### config.mk
export PLATFORM = sky130hd
export DESIGN_NAME = ordered_key_set_table
export DESIGN_NICKNAME = d
export VERILOG_FILES = /design/src/rtl/core/oks_pkg.sv /design/src/rtl/core/ordered_key_set_table.sv /design/src/rtl/core/oks_store.sv /design/src/rtl/core/oks_ctrl.sv
export SDC_FILE = /design/constraint.sdc
export NUM_CORES = 1
export LEC_CHECK = 0
export BUFFER_PORTS_ARGS = -buffer_cell sky130_fd_sc_hd__buf_4
export CORE_MARGIN = 4
export CORE_UTILIZATION = 39
export DETAILED_ROUTE_END_ITERATION = 12
export GPL_TIMING_DRIVEN = 0
export PLACE_DENSITY = 0.56
export SETUP_SLACK_MARGIN = 0.2
export SYNTH_ARGS = -nofsm -noshare
export SYNTH_HDL_FRONTEND = slang
export SYNTH_SLANG_ARGS = --single-unit
### constraint.sdc
create_clock -name clk -period 6.7 [get_ports clk]
set_input_delay 1.34 -clock clk [delete_from_list [all_inputs] [get_ports clk]]
set_output_delay 1.34 -clock clk [all_outputs]
set_load 0.005 [all_outputs]
### src/rtl/core/oks_pkg.sv
// Package for the ordered key set table.
// Holds the request codes, field widths and the result record.
// It has no dependencies and is used by oks_ctrl and ordered_key_set_table.
`timescale 1ns / 1ps
`default_nettype none

package oks_pkg;

	// Widths of the fields on the ports.
	localparam int KEY_W   = 32;
	localparam int POS_W   = 4;
	localparam int COUNT_W = 5;

	// Request codes.
	localparam logic [1:0] REQ_INSERT   = 2'd0;
	localparam logic [1:0] REQ_ERASE    = 2'd1;
	localparam logic [1:0] REQ_CONTAINS = 2'd2;
	localparam logic [1:0] REQ_GET      = 2'd3;

	// One result transaction.
	typedef struct packed {
		logic               success;
		logic               set_full;
		logic [KEY_W-1:0]   read_key;
		logic [COUNT_W-1:0] element_count;
	} result_t;

endpackage

`default_nettype wire

### src/rtl/core/ordered_key_set_table.sv
// A bounded set of distinct keys kept newest first, serving insert, erase, contains and
// get-by-position requests with one result transaction each. Requests are taken one at a
// time: in_stall is high while a request is in work. Insert, erase and contains scan the
// stored keys oldest first through a key memory with one write port and one registered read
// port, one entry per cycle. A miss scans every stored key before its result enters the
// output register. A hit at position p ends the scan early. An erase that hits then moves
// the p newer keys down one entry before its result is built. A get reads one key, or none
// when the position is out of range. The block returns to idle after each request before
// the next one is taken, and a result that cannot enter the output register keeps the
// block busy. The next request may be taken while a result still waits in the output
// register.
// Uses oks_pkg, oks_store and oks_ctrl.
`timescale 1ns / 1ps
`default_nettype none

module ordered_key_set_table #(
	parameter int CAPACITY = 16,
	parameter int KEY_BITS = 32
) (
	input  wire logic        clk,
	input  wire logic        arst_n,
	input  wire logic        in_valid,
	output logic             in_stall,
	input  wire logic [1:0]  req_type,
	input  wire logic [31:0] key,
	input  wire logic [3:0]  position,
	output logic             out_valid,
	input  wire logic        out_stall,
	output logic             success,
	output logic             set_full,
	output logic [31:0]      read_key,
	output logic [4:0]       element_count
);

	localparam int CW = $clog2(CAPACITY + 1);
	localparam int IW = (CAPACITY > 1) ? $clog2(CAPACITY) : 1;

	logic                res_valid;
	logic                res_take;
	oks_pkg::result_t    res;
	oks_pkg::result_t    out_q;
	logic                out_valid_q;
	logic                mem_we;
	logic [IW-1:0]       mem_waddr;
	logic [KEY_BITS-1:0] mem_wdata;
	logic                mem_re;
	logic [IW-1:0]       mem_raddr;
	logic [KEY_BITS-1:0] mem_rdata;

	oks_store #(
		.DEPTH (CAPACITY),
		.WIDTH (KEY_BITS),
		.AW    (IW)
	) u_store (
		.clk     (clk),
		.we      (mem_we),
		.waddr   (mem_waddr),
		.wdata   (mem_wdata),
		.re      (mem_re),
		.raddr   (mem_raddr),
		.rdata_q (mem_rdata)
	);

	oks_ctrl #(
		.CAPACITY (CAPACITY),
		.KEY_BITS (KEY_BITS),
		.CW       (CW),
		.IW       (IW)
	) u_ctrl (
		.clk       (clk),
		.arst_n    (arst_n),
		.in_valid  (in_valid),
		.busy      (in_stall),
		.req_type  (req_type),
		.key       (key),
		.position  (position),
		.res_valid (res_valid),
		.res_take  (res_take),
		.res_q     (res),
		.mem_we    (mem_we),
		.mem_waddr (mem_waddr),
		.mem_wdata (mem_wdata),
		.mem_re    (mem_re),
		.mem_raddr (mem_raddr),
		.mem_rdata (mem_rdata)
	);

	// The output register takes a result when it is empty or being drained.
	assign res_take = res_valid && (!out_valid_q || !out_stall);

	always_ff @(posedge clk or negedge arst_n) begin
		if (!arst_n) begin
			out_valid_q <= 1'b0;
		end else if (res_take) begin
			out_valid_q <= 1'b1;
		end else if (!out_stall) begin
			out_valid_q <= 1'b0;
		end
	end

	// Output payload; held while the transaction is stalled.
	always_ff @(posedge clk) begin
		if (res_take) begin
			out_q <= res;
		end
	end

	assign out_valid     = out_valid_q;
	assign success       = out_q.success;
	assign set_full      = out_q.set_full;
	assign read_key      = out_q.read_key;
	assign element_count = out_q.element_count;

endmodule

`default_nettype wire

### src/rtl/core/oks_store.sv
// Key memory for the ordered key set table.
// One write port and one read port with registered read data; no dependencies.
`timescale 1ns / 1ps
`default_nettype none

module oks_store #(
	parameter int DEPTH = 16,
	parameter int WIDTH = 32,
	parameter int AW    = 4
) (
	input  wire logic             clk,
	input  wire logic             we,
	input  wire logic [AW-1:0]    waddr,
	input  wire logic [WIDTH-1:0] wdata,
	input  wire logic             re,
	input  wire logic [AW-1:0]    raddr,
	output logic      [WIDTH-1:0] rdata_q
);

	logic [WIDTH-1:0] mem [DEPTH];

	// Write port.
	always_ff @(posedge clk) begin
		if (we) begin
			mem[waddr] <= wdata;
		end
	end

	// Registered read port.
	always_ff @(posedge clk) begin
		if (re) begin
			rdata_q <= mem[raddr];
		end
	end

endmodule

`default_nettype wire

### src/rtl/core/oks_ctrl.sv
// Sequencer and compare unit of the ordered key set table.
// Scans and compacts the key memory one entry per cycle; uses oks_pkg.
// Keys are held oldest first in memory, so the newest key sits at address count-1.
`timescale 1ns / 1ps
`default_nettype none

module oks_ctrl #(
	parameter int CAPACITY = 16,
	parameter int KEY_BITS = 32,
	parameter int CW       = 5,
	parameter int IW       = 4
) (
	input  wire logic                 clk,
	input  wire logic                 arst_n,
	input  wire logic                 in_valid,
	output logic                      busy,
	input  wire logic [1:0]           req_type,
	input  wire logic [oks_pkg::KEY_W-1:0] key,
	input  wire logic [oks_pkg::POS_W-1:0] position,
	output logic                      res_valid,
	input  wire logic                 res_take,
	output oks_pkg::result_t          res_q,
	output logic                      mem_we,
	output logic [IW-1:0]             mem_waddr,
	output logic [KEY_BITS-1:0]       mem_wdata,
	output logic                      mem_re,
	output logic [IW-1:0]             mem_raddr,
	input  wire logic [KEY_BITS-1:0]  mem_rdata
);

	localparam int KB = (KEY_BITS < oks_pkg::KEY_W) ? KEY_BITS : oks_pkg::KEY_W;
	localparam int PW = (CW > oks_pkg::POS_W) ? CW : oks_pkg::POS_W;
	localparam logic [CW-1:0] CAP = CW'(CAPACITY);

	localparam logic [2:0] S_IDLE  = 3'd0;
	localparam logic [2:0] S_SCAN  = 3'd1;
	localparam logic [2:0] S_SHIFT = 3'd2;
	localparam logic [2:0] S_GET   = 3'd3;
	localparam logic [2:0] S_DONE  = 3'd4;

	logic [2:0]          state_q;
	logic [1:0]          req_q;
	logic [KEY_BITS-1:0] key_q;
	logic [CW-1:0]       cnt_q;
	logic [CW-1:0]       idx_q;
	logic                rd_vld_s1;
	logic [CW-1:0]       rd_idx_s1;

	logic                key_hit;
	logic                scan_rd;
	logic                scan_end;
	logic                get_ok;
	logic [PW-1:0]       get_addr;
	logic [CW-1:0]       shift_dst;
	logic [KEY_BITS-1:0] key_m;
	logic                ins_write;

	// Masked key and the compare unit shared by every scan.
	assign key_m     = KEY_BITS'(key[KB-1:0]);
	assign key_hit   = rd_vld_s1 && (mem_rdata == key_q);
	assign scan_rd   = idx_q < cnt_q;
	assign scan_end  = !rd_vld_s1 && !scan_rd;
	assign shift_dst = rd_idx_s1 - CW'(1);

	// Position check and address for a get (newest key at the top address).
	assign get_ok   = PW'(position) < PW'(cnt_q);
	assign get_addr = PW'(cnt_q) - PW'(position) - PW'(1);

	assign ins_write = (state_q == S_SCAN) && !key_hit && scan_end &&
		(req_q == oks_pkg::REQ_INSERT) && (cnt_q != CAP);

	assign busy      = (state_q != S_IDLE);
	assign res_valid = (state_q == S_DONE);

	// Memory port selection.
	always_comb begin
		mem_we    = ins_write || ((state_q == S_SHIFT) && rd_vld_s1);
		mem_waddr = (state_q == S_SCAN) ? cnt_q[IW-1:0] : shift_dst[IW-1:0];
		mem_wdata = (state_q == S_SCAN) ? key_q : mem_rdata;
		if (state_q == S_IDLE) begin
			mem_re    = in_valid && (req_type == oks_pkg::REQ_GET) && get_ok;
			mem_raddr = get_addr[IW-1:0];
		end else begin
			mem_re    = ((state_q == S_SCAN) || (state_q == S_SHIFT)) && scan_rd;
			mem_raddr = idx_q[IW-1:0];
		end
	end

	// Control state and counters.
	always_ff @(posedge clk or negedge arst_n) begin
		if (!arst_n) begin
			state_q   <= S_IDLE;
			cnt_q     <= '0;
			idx_q     <= '0;
			rd_vld_s1 <= 1'b0;
		end else begin
			case (state_q)
				S_IDLE: begin
					if (in_valid) begin
						idx_q     <= '0;
						rd_vld_s1 <= 1'b0;
						if (req_type != oks_pkg::REQ_GET) begin
							state_q <= S_SCAN;
						end else if (get_ok) begin
							state_q <= S_GET;
						end else begin
							state_q <= S_DONE;
						end
					end
				end
				S_SCAN: begin
					if (key_hit) begin
						if (req_q == oks_pkg::REQ_ERASE) begin
							idx_q     <= rd_idx_s1 + CW'(1);
							rd_vld_s1 <= 1'b0;
							state_q   <= S_SHIFT;
						end else begin
							state_q <= S_DONE;
						end
					end else if (scan_end) begin
						if (ins_write) begin
							cnt_q <= cnt_q + CW'(1);
						end
						state_q <= S_DONE;
					end else begin
						rd_vld_s1 <= scan_rd;
						if (scan_rd) begin
							idx_q <= idx_q + CW'(1);
						end
					end
				end
				S_SHIFT: begin
					if (scan_end) begin
						cnt_q   <= cnt_q - CW'(1);
						state_q <= S_DONE;
					end else begin
						rd_vld_s1 <= scan_rd;
						if (scan_rd) begin
							idx_q <= idx_q + CW'(1);
						end
					end
				end
				S_GET: begin
					state_q <= S_DONE;
				end
				S_DONE: begin
					if (res_take) begin
						state_q <= S_IDLE;
					end
				end
				default: begin
					state_q <= S_IDLE;
				end
			endcase
		end
	end

	// Request registers and the scan read index.
	always_ff @(posedge clk) begin
		if (state_q == S_IDLE && in_valid) begin
			req_q <= req_type;
			key_q <= key_m;
		end
		if (state_q == S_SCAN || state_q == S_SHIFT) begin
			rd_idx_s1 <= idx_q;
		end
	end

	// Result record, built as the request completes.
	always_ff @(posedge clk) begin
		case (state_q)
			S_IDLE: begin
				res_q <= '{success: 1'b0, set_full: 1'b0, read_key: '0,
					element_count: oks_pkg::COUNT_W'(cnt_q)};
			end
			S_SCAN: begin
				if (key_hit) begin
					res_q.success <= (req_q == oks_pkg::REQ_CONTAINS);
				end else if (scan_end) begin
					if (ins_write) begin
						res_q.success       <= 1'b1;
						res_q.element_count <= oks_pkg::COUNT_W'(cnt_q + CW'(1));
					end else if (req_q == oks_pkg::REQ_INSERT) begin
						res_q.set_full <= 1'b1;
					end
				end
			end
			S_SHIFT: begin
				if (scan_end) begin
					res_q.success       <= 1'b1;
					res_q.element_count <= oks_pkg::COUNT_W'(cnt_q - CW'(1));
				end
			end
			S_GET: begin
				res_q.success  <= 1'b1;
				res_q.read_key <= oks_pkg::KEY_W'(mem_rdata[KB-1:0]);
			end
			default: begin
				res_q <= res_q;
			end
		endcase
	end

	// The count never exceeds the capacity.
	a_cnt_bound: assert property (@(posedge clk) disable iff (!arst_n)
		cnt_q <= CAP)
		else $error("entry count above capacity");

	// Writes land only inside the occupied region or at its first free entry.
	a_write_range: assert property (@(posedge clk) disable iff (!arst_n)
		mem_we |-> (CW'(mem_waddr) <= cnt_q))
		else $error("key memory write outside the occupied region");

	// The count changes only when a scan or a compaction finishes.
	a_cnt_change: assert property (@(posedge clk) disable iff (!arst_n)
		(state_q != S_SCAN && state_q != S_SHIFT) |=> $stable(cnt_q))
		else $error("entry count changed outside a scan or compaction");

	// A finished result waits unchanged until the output takes it.
	a_res_hold: assert property (@(posedge clk) disable iff (!arst_n)
		(res_valid && !res_take) |=> (res_valid && $stable(res_q)))
		else $error("pending result changed before it was taken");

endmodule

`default_nettype wire
## After elaboration in Yosys (flattened, before gate mapping)

Memories as Yosys holds them, arrays and structs flattened. A register that Yosys moved wholly into a read port is not among the register bits.
Index checks and enable logic that the tools add are counted.

- Memories kept: 1
- Memory bits (writable): 512
- Input port bits: 42
- Bits in registers: 132

- Mux-type cells: 43
- Equal/unequal tests: 22
- Reductions and logical operators: 34
- Add/subtract/negate cells: 7
- Magnitude comparators: 2

Memory list:

| name | words | bits a word | rd ports | clocked after memory_dff | write ports | line | source |
|---|---|---|---|---|---|---|---|
| u_store.mem | 16 | 32 | 1 | 1 | 1 | oks_store.sv:20 | `logic [WIDTH-1:0] mem [DEPTH];` |

Operators with widths:

| cell | count |
|---|---|
| $pmux W32 S2 | 1 |
| $mux W5 | 9 |
| $eq A32 B32 Y1 | 1 |
| $mux W32 | 1 |
| $pmux W5 S3 | 2 |
| $mux W3 | 7 |
| $add A5 B1 Y5 const B | 3 |
| $mux W1 | 15 |
| $pmux W3 S5 | 1 |
| $reduce_and A5 Y1 | 3 |
| $logic_and A1 B1 Y1 | 12 |
| $ne A2 B1 Y1 const B | 5 |
| $ne A2 B2 Y1 const B | 5 |
| $pmux W5 S2 | 1 |
| $mux W4 | 2 |
| $sub A4 B1 Y4 const B | 2 |
| $eq A3 B2 Y1 const B | 2 |
| $ne A3 B1 Y1 const B | 2 |
| $reduce_bool A2 Y1 | 3 |
| $reduce_bool A3 Y1 | 2 |
| $logic_not A1 Y1 | 5 |
| $lt A4 B5 Y1 | 1 |
| $lt A5 B5 Y1 | 1 |
| $ne A5 B5 Y1 const B | 1 |
| other kinds (18) | 21 |

## Longest topological paths before layout

Gate-level depths: netlist (run 1).

- Depth in word-level cells: 11
- Mapped depth: 11

## By module

A second synthesis (run 1) with hierarchy kept.

- Cell total of the unflattened synthesis: 1352
- Area total of the unflattened synthesis: 26317.7 um^2

By module, submodules not included:

| module | times used | cells an instance | area each (um^2) |
|---|---|---|---|
| oks_store | 1 | 838 | 20155.6 |
| oks_ctrl | 1 | 472 | 4947.2 |
| ordered_key_set_table | 1 | 42 | 1214.9 |

## Worst setup path before layout (run 1)

No wires, ideal clock.

- Path type: register to register
- From: register u_ctrl.cnt_q[1]
- To: register u_store.rdata_q[0] (read register of u_store.mem) (enable)
- Cell stages (with the launch flop): 7
- Data arrival time: 3626 ps
- Required time: 6234 ps
- Path buffers: 0
- Setup time: 466 ps
- Path slack: 2609 ps
- Cell sequence: dfrtp_1 inv_1 ha_1 a21o_1 a31oi_1 o21ai_0 o21ai_0

- Cells in the longest elaborated chain, start to end: 3
- Elaborated cells on any way between the ends: 8
- Those cells by class: add/sub (2); order compare (2); mux (2); reduce/logical (2)

Ends and longest elaborated chain:

| what | line | source |
|---|---|---|
| from (decl) | oks_ctrl.sv:44 | `logic [CW-1:0] cnt_q;` |
| from (signal assigned) | oks_ctrl.sv:122 | `cnt_q <= cnt_q + CW'(1);` |
| from (signal assigned) | oks_ctrl.sv:134 | `cnt_q <= cnt_q - CW'(1);` |
| $lt A5 B5 Y1 or $lt A4 B5 Y1 (tied branches) | oks_ctrl.sv:61, oks_ctrl.sv:66 |  |
| $logic_and A1 B1 Y1 (on tied branches) | oks_ctrl.sv:84, oks_ctrl.sv:81 |  |
| $mux W1 * | oks_ctrl.sv:80 | `if (state_q == S_IDLE) begin` |
| net mem_re | ordered_key_set_table.sv:46 | `logic mem_re;` |
| to (decl) | oks_store.sv:17 | `output logic [WIDTH-1:0] rdata_q` |

The timed path passes the listed nets; every way through them passes the cells marked *.
A chain may end at the register's enable or synchronous reset.

## Worst setup path after layout (run 1)

- From: input position[0]
- To: register u_store.rdata_q[22] (read register of u_store.mem), data pin

- Cells in the longest elaborated chain, start to end: 3
- Elaborated cells on any way between the ends: 6
- Those cells by class: add/sub (2); order compare (1); mux (2); reduce/logical (1)

Ends and longest elaborated chain:

| what | line | source |
|---|---|---|
| from (decl) | ordered_key_set_table.sv:26 | `input wire logic [3:0] position,` |
| $sub A4 B4 Y4 or $lt A4 B5 Y1 (tied branches) | oks_ctrl.sv:67, oks_ctrl.sv:66 |  |
| $sub A4 B1 Y4 or $logic_and A1 B1 Y1 (tied branches) | oks_ctrl.sv:67, oks_ctrl.sv:81 |  |
| $mux W4 or $mux W1 (tied branches) | oks_ctrl.sv:80 |  |

Parallel ways exist; a longest one is shown, timed or not.

==> results of run 1 <==
==> flip-flops by register name (all words and copies together), names as in the netlist, 5 cells and up <==
name / cells
u_ctrl.res_q: 39
u_store.rdata_q: 32
u_store.mem: 512
read_key: 32
u_ctrl.cnt_q: 5
u_ctrl.rd_idx_s1: 5
element_count: 5
u_ctrl.key_q: 32
u_ctrl.idx_q: 5
==> power groups by stage <==
| stage | Sequential [W] | Combinational [W] | Clock (W) |
|---|---|---|---|
| CTS | 0.00648 | 0.00741 | 0.00385 |
| global placement | 0.00661 | 0.00709 | 0 |
| detailed placement | 0.00656 | 0.00739 | 0 |
| floorplan | 0.00645 | 0.00478 | 0 |
| global route | 0.00653 | 0.00789 | 0.00403 |
| finish | 0.00648 | 0.00735 | 0.00377 |
==> routing by layer <==
layer | global-route usage | wire, µm
met1 | 0.251 | 30500
met2 | 0.309 | 33900
met3 | 0.0458 | 4990
met4 | 0.0589 | 2130
met5 | 0 | 0
==> placed cells by master, fill, tap and decap left out, drive strengths merged, types with 17 or more instances in the layout <==
cell type,netlist,routed
nand4,17,17
edfxtp,661,661
xnor2,46,46
mux2i,482,482
clkinv,2,33
clkbuf,22,110
nand2,120,120
nor2,29,29
and3,34,34
buf,51,154
inv,18,22
o21ai,20,20
==> metrics by stage <==
stage               TNS, ns  instance area, µm²  hold slack, ns   util  worst slack (ns)
floorplan                 0               27700           0.400      -              2.61
global placement     -27.55               29500           0.403  0.420            -0.870
detailed placement        0               30100           0.405  0.428              1.83
CTS                       0               32300           0.418  0.460              2.49
global route              0               32300           0.425  0.460              2.25
finish                    0               32300           0.416  0.460              2.39
==> worst min-delay path by stage <==
stage	from	end	slack, ns	depth (start not counted)
2_1_floorplan	u_ctrl.res_q[0]$_DFFE_PP_	element_count[0]$_DFFE_PP_	0.40	0
5_1_grt	u_ctrl.res_q[15]$_SDFFCE_PP0P_	read_key[10]$_DFFE_PP_	0.42	0
3_5_place_dp	u_ctrl.res_q[19]$_SDFFCE_PP0P_	read_key[14]$_DFFE_PP_	0.40	0
4_1_cts	u_ctrl.res_q[21]$_SDFFCE_PP0P_	read_key[16]$_DFFE_PP_	0.42	0
3_3_place_gp	u_ctrl.res_q[0]$_DFFE_PP_	element_count[0]$_DFFE_PP_	0.40	0
6_report	u_ctrl.res_q[21]$_SDFFCE_PP0P_	read_key[16]$_DFFE_PP_	0.42	0
==> layout make-up <==
cell class                 instances  area [µm²]
fill                            6106       37900
sequential                       676       20200
multi-input combinational        857        7190
clock buffer                      88        1890
tap                              940        1180
timing repair buffer             103        1060
buffer                            73         328
clock inverter                    41         323
inverter                          20        75.1
==> critical path: cells and delay by family <==
kind | cells | cell delay [ns]
buffers and inverters | 5 | 1.40
muxes | 5 | 1.25
adders and majority gates | 2 | 0.69
==> logic make-up after synthesis <==
logic type      Yosys count  share of synthesized area
compound gates           62                     0.0148
fa+ha+maj                17                    0.00796
flops                   676                      0.731
xor+xnor                 47                     0.0149
buf+inv                  93                     0.0146
mux                     482                      0.174
simple gates            249                     0.0426
==> summary.md, run 1 <==
| Metric | Value |
|---|---|
| Gr ovfl total | 0 |
| Critical Path Max Stage Delay | 0.61 ns |
| RSZ-0062 raised after global routing | no |
| CP Max Fanout | 10 |
| Die Y | 274 µm |
| FF-to-FF setup slack | 2.49 ns |
| Main flop type after synthesis | edfxtp_1 |
| FF+latch count, synth | 676 |
| Worst R2R Path Depth | 9 |
| H-tree level count | 3 |
| I/O pin count | 83 |
| Startpoint Class | input port |
| Max clock buf depth | 3 |
| Hold-fix buffers, CTS | 0 |
| Final worst clock skew | 0.0250 ns |
| Min Tclk post-route | 4.31 ns |
| Clock sinks | 676 |
| Post-cts resize count | 0 |
| Fin. Hold Viols | 0 |
| Psw | just under 0.007 W |
| Layout cell share with drive strength beyond 1 | 0.147 |
| CTS tree | done |
| CP Launch Point | position[0] |
| Power Total | 0.0176 W |
| Nets@finish | 1862 |
| Syn Nets | between 1500 and 2000 |
| Initial core utilization | 0.394 |
| Root Buffer | clkbuf_16 |
| Antenna-violating nets left | 0 |
| Combinational fraction of design power | 0.418 |
| Ys Warns | 0 |
| Critical Path RT | 7.07 ns |
| Largest net degree at the start of global routing | 30 |
| Placeable Area | 70100 µm² |
| DRC errors left | 0 |
| Cells along the critical path | buf_4, inv_1, ha_1, inv_1, fa_1, mux2i_1, clkbuf_1, buf_2, mux2i_1, mux2i_1, mux2i_1, mux2i_1 |
| Sequential share of power | 0.368 |
| Setup crit end kind | flop |
| CP most frequent cell | mux2i_1 |
| Ranking of synthesized cells by area | edfxtp_1 (72%), mux2i_1 (17%), nand2_1 (1.6%), xnor2_1 (1.5%), dfrtp_1 (1.4%) |
| Diode count | 0 |
| Post-synth top area share | 0.717 |
| Clock-pin slew on the worst setup and hold paths | 0.06 ns |
| Placed insts | around 2700 |
| P_leak | about 12 nW |
| Row Count | 97 |
| Post-CTS setup repair buffer count | 0 |
| CP max-delay cell | clkbuf_1 |
| Status | finished clean |
| R2R Path Start | u_ctrl.cnt_q[1]$_DFFE_PN0P_ |
| First-pass GRT wire length | 102 mm |
| Vias | 14756 |
| Wire per inst | about 26 µm |
| Rel. slew slack | 0.139 |
| Crit Path Class | input port to flop |
| First-pass DRT Iterations | 5 |
| Asr flop ratio synth | 0.0222 |
| Slew Limit Fails | 0 |
| Vias in the first global route | 14783 |
| Final setup viols | 0 |
| Synth area leader | edfxtp_1 |
| GP Congestion | about 0.8 |
| Syn Area/Cell | about 17 µm² |
| Clock power frac | 0.214 |
| CP endpoint | u_store.rdata_q[22]$_DFFE_PP_ |
| Period utilization | 0.643 |
| Post-DR vias/cell | approximately 5.3 |
| RR Endpoint | u_store.mem[5][15]$_DFFE_PP_ |
| Max Cap Violations | 0 |
| HPWL Detailed | 46.5 mm |
| Sw Share | 0.382 |
| Die ar. | 75300 µm² |
| CTS buffer count | 72 |
| Most common cell in the netlist | edfxtp_1 |
| Critical Path AT | 4.67 ns |
| Sequential fraction of the synthesis area | 0.731 |
| Post-Syn Instances | 1626 |
| Maximum vdd ir drop | between 0.2 and 0.3 mV |
| Final WL | about 70 mm |
| Area grow syn2layout | 16.6% |
| Mapped Area | 27700 µm² |
| Clk_lat worst skew | 0.63 ns |
| Distinct cell type count after synthesis | 51 |
| Hold Path Class | flop to flop |
| Post-synth EDFFs | between 600 and 700 |
| Fmax | 232 MHz |
| Final std cells w/o fill | 2798 |
| Port bufs | 82 |
| Int Pwr | approximately 0.011 W |
| Initial antenna violation count | 1 |
| Chip width | roughly 270 µm |
| Worst Tran Pin Value | 1.28 ns |
| Iter 0 DRT Violations | 1260 |
| Top cells by count, synth | edfxtp_1 (661), mux2i_1 (482), nand2_1 (120), xnor2_1 (46), buf_2 (43) |
| Total GRT Usage | 0.189 |
| Cell Pwr Density | 545 nW/µm² |
Power figures use the tool's default switching activity.
==> inputs of run 2 (changes only) <==
- clock period: 6.7 -> 4 ns (I/O delays scaled with it)
==> run 2 against run 1 <==
  * Non-clock buffer count up 26
  * Sequential power up 68%
  * Combinational power up 69%
  * Cell count up 0.82%
  * Largest power group unchanged
  * Highest routed layer unchanged
==> summary.md, run 2 (synthesis results as in run 1) <==
| Metric | Value |
|---|---|
| Antenna-violating nets left | 0 (unchanged) |
| Clk_lat worst skew | 0.61 ns (-0.02 ns) |
| Worst Tran Pin Value | 1.38 ns (+0.105 ns) |
| Clock sinks | 676 (unchanged) |
| Placed insts | 2669 (unchanged) |
| Fmax | 266 MHz |
| Root Buffer | clkbuf_16 |
| Cell Pwr Density | 904 nW/µm² (+66%) |
| Total GRT Usage | 0.191 (+0.00163) |
| I/O pin count | 83 (unchanged) |
| Vias in the first global route | 15014 (+1.6%) |
| Gr ovfl total | 0 (unchanged) |
| HPWL Detailed | 46.0 mm (-0.87%) |
| Commonest cells after routing, fill and taps aside | edfxtp_1 (661), mux2i_1 (481), nand2_1 (119), buf_4 (88), clkbuf_16 (74) |
| CTS tree | done |
| Iter 0 DRT Violations | 1361 (+8.0%) |
| Initial antenna violation count | 0 (-1) |
| Final setup viols | 0 (unchanged) |
| Final std cells w/o fill | 2821 (+0.82%) |
| Period utilization | 0.939 |
| Max clock buf depth | 3 (unchanged) |
| Largest net degree at the start of global routing | 30 (unchanged) |
| R2R Path Start | u_ctrl.state_q[1]$_DFFE_PN0P_ |
| Setup crit end kind | flop |
| Critical Path AT | 4.08 ns (-0.59 ns) |
| Startpoint Class | flop |
| Diode count | 0 (unchanged) |
| Die Y | 274 µm (unchanged) |
| Vias | 14978 (+1.5%) |
| P_leak | 12.3 nW (+1.9%) |
| Fin. Hold Viols | 0 (unchanged) |
| Largest regs | u_store.mem x512, u_ctrl.res_q x39 |
| Hold Path Class | input port to async pin |
| Commonest non-fill, non-tap cell in the layout | edfxtp_1 |
| H-tree level count | 3 (unchanged) |
| Rel. slew slack | 0.0700 (-0.0692) |
| Max reg flops | 512 (unchanged) |
| Slew Limit Fails | 0 (unchanged) |
| Nets@finish | 1888 (+1.4%) |
| FF-to-FF setup slack | 0.25 ns (-2.24 ns) |
| Layout cell share with drive strength beyond 1 | 0.157 (+0.0104) |
| RSZ-0062 raised after global routing | yes |
| Post-DR vias/cell | 5.31 (+0.68%) |
| Crit Path Class | flop to flop |
| Final WL | 71.8 mm (+0.46%) |
| Area grow syn2layout | 18.5% |
| Max Cap Violations | 0 (unchanged) |
| First-pass DRT Iterations | 5 (unchanged) |
| GP Congestion | 0.818 (-0.17%) |
| Critical Path RT | 4.33 ns (-2.74 ns) |
| Port bufs | 82 (unchanged) |
| Wire per inst | 25.5 µm (-0.36%) |
| First-pass GRT wire length | 103 mm (+1.4%) |
| Reg with most FFs | u_store.mem |
| Worst R2R Path Depth | 9 (unchanged) |
| Initial core utilization | 0.394 (unchanged) |
| Maximum vdd ir drop | 0.454 mV (+55%) |
| Min Tclk post-route | 3.75 ns |
| Chip width | 274 µm (unchanged) |
| DRC errors left | 0 (unchanged) |
| Final worst clock skew | 0.0155 ns (-0.00950 ns) |
| Setup TNS | 0 ns (unchanged) |
| Hold-fix buffers, CTS | 0 (unchanged) |
| Clock-pin slew on the worst setup and hold paths | 0.06 ns (about the same) |
| Row Count | 97 (unchanged) |
| CP Max Fanout | 16 (+6) |
| Placeable Area | 70100 µm² (unchanged) |
| Die ar. | 75300 µm² (unchanged) |
| RR Endpoint | u_store.mem[4][7]$_DFFE_PP_ |
| Layout Utilization | 0.467 (+0.00735) |
| CTS buffer count | 72 (unchanged) |
| Status | finished clean |
-- run 2: cell types whose count changed in the layout (fill, tap and decap cells not counted), moves of 4 or more --
cell,delta
buf_16,+4
clkinv_2,-4
buf_12,+16
buf_4,+6
-- run 2: cell type report --
cell class                      count  area (µm²)
Multi-Input combinational cell    857        7200
Tap cell                          940        1180
Fill cell                        6022       37400
Buffer                             73         337
Clock buffer                       92        1920
Sequential cell                   676       20200
Inverter                           20        75.1
Timing Repair Buffer              129        1530
Clock inverter                     34         320
-- run 2: how the worst max path moves through the flow --
stage	startpoint	end
6_report	u_ctrl.state_q[1]$_DFFE_PN0P_	u_store.mem[4][7]$_DFFE_PP_
5_1_grt	u_ctrl.state_q[1]$_DFFE_PN0P_	u_store.mem[0][13]$_DFFE_PP_
4_1_cts	u_ctrl.cnt_q[1]$_DFFE_PN0P_	u_store.mem[10][6]$_DFFE_PP_
3_5_place_dp	position[0]	u_store.rdata_q[22]$_DFFE_PP_
3_3_place_gp	u_ctrl.cnt_q[1]$_DFFE_PN0P_	u_store.mem[5][14]$_DFFE_PP_
2_1_floorplan	u_ctrl.cnt_q[1]$_DFFE_PN0P_	u_store.mem[13][0]$_DFFE_PP_
-- run 2: timing repair --
action | 4_1_cts | 5_1_grt
endpoints found under the setup margin | 453 | 691
setup buffers | 26 | 0
pin swaps | 16 | 0
gates resized for setup | 2 | 9
gates cloned | 0 | 0
-- run 2: through the flow --
stage                     total power [W]  cell area [µm²]  hold slack [ns]  worst slack, ns
final                              0.0296            32800           0.0460            0.245
after global routing               0.0311            32800           0.0337           0.0629
after CTS                          0.0298            32800           0.0211            0.240
after detailed placement           0.0233            30100            0.405           -0.321
after global placement             0.0229            29500            0.402            -2.36
after floorplan                    0.0188            27700            0.400            0.302
-- run 2: power by group --
group	total (W)	switching, W	internal [W]	leakage (nW)
Clock	0.00641	0.00264	0.00377	1.10
Combinational	0.0124	0.00806	0.00431	4.95
Sequential	0.0109	0.000504	0.0104	6.24
-- run 2: worst max-delay path, cell delays in order (launching register included) --
cell	delay, ns
dfrtp_1	0.45
nand2b_1	0.22
nand2b_1	0.16
clkbuf_1	0.22
inv_1	0.17
clkbuf_1	0.38
buf_1	0.64
buf_1	0.65
nand2_1	0.12
nand2_1	0.44
-- run 2: per-layer routing --
metal / wire length, µm / share of wire / track usage / vias to the layer above
met5: 0 / 0 / 0 / -
met4: 1730 / 0.024 / 0.0508 / 0
met3: 4820 / 0.067 / 0.0395 / 110
met2: 33700 / 0.47 / 0.306 / 513
met1: 31500 / 0.44 / 0.266 / 7682
li1: - / - / - / 6673
==> inputs of run 3 (changes only) <==
- CORE_ASPECT_RATIO: default -> 1.1
- PLACE_DENSITY: 0.56 -> default
==> run 3 against run 2 <==
  * Clock power about the same
  * Global-route usage shrank 0.23 points
  * Setup slack improved by 0.021 ns
  * Wire length up 0.15%
  * Critical path type unchanged
  * Sequential power about the same
  * Hold slack improved by 0.00087 ns
  * Highest routed layer unchanged
  * Register-to-register slack improved by 0.02 ns
  * Largest power group unchanged
  * Fmax rose by 0.58%
==> summary.md, run 3 (synthesis results as in run 1) <==
| Metric | Value |
|---|---|
| Die ar. | 75300 µm² (about the same) |
| Antenna-violating nets left | 0 (unchanged) |
| Period utilization | 0.933 (-0.00537) |
| Wire per inst | 25.5 µm (about the same) |
| CTS tree | done |
| Die Y | 287 µm (+4.7%) |
| Critical Path Max Stage Delay | 0.74 ns (+0.09 ns) |
| Setup crit end kind | flop |
| P_leak | 12.3 nW (about the same) |
| Post-layout worst setup margin | 0.267 ns (+0.0215 ns) |
| Layout Utilization | 0.465 (-0.00273) |
| Slew Limit Fails | 0 (unchanged) |
| Chip width | 262 µm (-4.5%) |
| Startpoint Class | flop |
| CP max-delay cell | nor2_2 |
| M1 WL | 31.2 mm (-1.1%) |
| Gr ovfl total | 0 (unchanged) |
| Nets@finish | 1891 (+0.16%) |
| Critical Path RT | 4.23 ns (-0.10 ns) |
| Initial antenna violation count | 1 (+1) |
| Top Metal Used | met4 |
| Cells along the critical path | inv_1, ha_1, a31oi_1, o21a_1, clkbuf_1, o21ai_0, nand2_1, nor2_2 |
| Hold Path Class | input port to async pin |
| Min Tclk post-route | 3.73 ns (-0.0215 ns) |
| Final worst clock skew | 0.0243 ns (+0.00882 ns) |
| Max Cap Violations | 0 (unchanged) |
| Critical Path AT | 3.96 ns (-0.12 ns) |
| GP Congestion | 0.859 (+4.9%) |
| Final setup viols | 0 (unchanged) |
| Diode count | 0 (unchanged) |
| Area grow syn2layout | 18.1% |
| Largest regs | u_store.mem x512, u_ctrl.res_q x39 |
| Placeable Area | 70300 µm² (+0.24%) |
| Cell Pwr Density | 909 nW/µm² (+0.55%) |
| Clk_lat worst skew | 0.62 ns (about the same) |
| DRC errors left | 0 (unchanged) |
| Port bufs | 82 (unchanged) |
| Clock sinks | 676 (unchanged) |
| Met2 wire len | 33.5 mm (-0.61%) |
| First-pass DRT Iterations | 5 (unchanged) |
| HPWL Detailed | 45.6 mm (-0.87%) |
| Vias in the first global route | 15075 (+0.41%) |
| Reg with most FFs | u_store.mem |
| Layout cell share with drive strength beyond 1 | 0.164 (+0.00630) |
| Crit Path Class | flop to flop |
| Largest net degree at the start of global routing | 23 (-23%) |
| RSZ-0062 raised after global routing | yes |
| Commonest non-fill, non-tap cell in the layout | edfxtp_1 |
| Commonest cells after routing, fill and taps aside | edfxtp_1 (661), mux2i_1 (481), nand2_1 (119), buf_4 (101), clkbuf_16 (73) |
| Fin. Hold Viols | 0 (unchanged) |
| Root Buffer | clkbuf_16 |
| Maximum vdd ir drop | 0.402 mV (-12%) |
| Iter 0 DRT Violations | 1512 (+11%) |
| CP Max Fanout | 10 (-6) |
| Post-route cell area | 32700 µm² (-0.34%) |
| Post-DR vias/cell | 5.35 (+0.81%) |
| Max reg flops | 512 (unchanged) |
| Clock-pin slew on the worst setup and hold paths | 0.06 ns (about the same) |
| First-pass GRT wire length | 102 mm (-1.0%) |
| I/O pin count | 83 (unchanged) |
| Placed insts | 2666 (-0.11%) |
| Status | finished clean |
| CTS buffer count | 72 (unchanged) |
| Vias | 15115 (+0.91%) |
| Total GRT Usage | 0.188 (-0.00234) |
| Fmax | 268 MHz (+0.58%) |
| Final WL | 71.9 mm (+0.15%) |
| Worst Tran Pin Value | 1.31 ns (-0.0744 ns) |
| Final std cells w/o fill | 2824 (+0.11%) |
| Max clock buf depth | 3 (unchanged) |
| Met3 WL post-DR | 5.22 mm (+8.2%) |
| Hold-fix buffers, CTS | 0 (unchanged) |
| Rel. slew slack | 0.119 (+0.0489) |
| Initial core utilization | 0.394 (-0.000955) |
| H-tree level count | 3 (unchanged) |
| Row Count | 102 (+5.2%) |
| Area after DPL | 30100 µm² (about the same) |
| DP Worst Slack | -0.321 ns (-0.000199 ns) |
==> run 3: cell types whose count changed in the layout (fill, tap and decap cells not counted), sizes merged <==
cell | before | now
buf | 178 | 177
bufinv | 6 | 5
clkbuf | 116 | 118
clkinv | 28 | 29
clkinvlp | 0 | 2
inv | 20 | 22
nor2 | 29 | 31
==> run 3: area by class of cell <==
cell class | count | area [µm²]
sequential | 676 | 20200
fill | 5943 | 37600
timing repair buffer | 130 | 1400
multi-input combinational | 859 | 7210
inverter | 20 | 75.1
tap | 936 | 1170
clock buffer | 92 | 1900
clock inverter | 38 | 355
buffer | 73 | 344
==> run 3: timing repair <==
item / 4_1_cts / 5_1_grt
buffers inserted: 13 / 12
resized for setup: 5 / 9
pin swaps: 8 / 7
setup endpoints to repair: 327 / 497
gates cloned: 1 / 1
==> run 3: path summary, 6_finish.rpt <==
path,from,to,slack [ns],cells after the start
max reg2reg,u_ctrl.cnt_q[1]$_DFFE_PN0P_,u_store.mem[8][30]$_DFFE_PP_,0.27,8
max,u_ctrl.cnt_q[1]$_DFFE_PN0P_,u_store.mem[8][30]$_DFFE_PP_,0.27,8
min reg2reg,u_ctrl.res_q[17]$_SDFFCE_PP0P_,read_key[12]$_DFFE_PP_,0.42,0
min in group clk,key[21],u_ctrl.key_q[21]$_DFFE_PP_,0.35,1
max in group asynchronous,arst_n,u_ctrl.cnt_q[1]$_DFFE_PN0P_,3.75,1
min,arst_n,u_ctrl.cnt_q[0]$_DFFE_PN0P_,0.05,1
==> run 3: metrics by stage <==
| stage | TNS, ns | total power, W | hold WS, ns |
|---|---|---|---|
| after floorplan | 0 | 0.0188 | 0.400 |
| after global placement | -1138.12 | 0.0227 | 0.400 |
| after detailed placement | -11.93 | 0.0233 | 0.405 |
| after CTS | 0 | 0.0298 | 0.0267 |
| after global routing | 0 | 0.0310 | 0.0398 |
| final | 0 | 0.0297 | 0.0469 |
==> run 3: critical path: cells and delay by family, from the launching register on <==
family                   cells  cell delay, ns
AO/OA/AOI/OAI                3            0.77
buffers and inverters        2            0.53
flip-flops                   1            0.51
AND/OR/NAND/NOR              2            1.18
adder cells (fa/ha/maj)      1            0.35
==> run 3: per-layer routing <==
metal,vias up,GRT usage
li1,6687,-
met1,7692,0.264
met2,618,0.300
met3,118,0.0324
met4,0,0.0628
met5,-,0
==> run 3: power by group <==
part | total, W | internal [W] | switching, W
Sequential | 0.0109 | 0.0104 | 0.000513
Clock | 0.00640 | 0.00370 | 0.00270
Combinational | 0.0124 | 0.00437 | 0.00806
Total | 0.0297 | 0.0184 | 0.0113
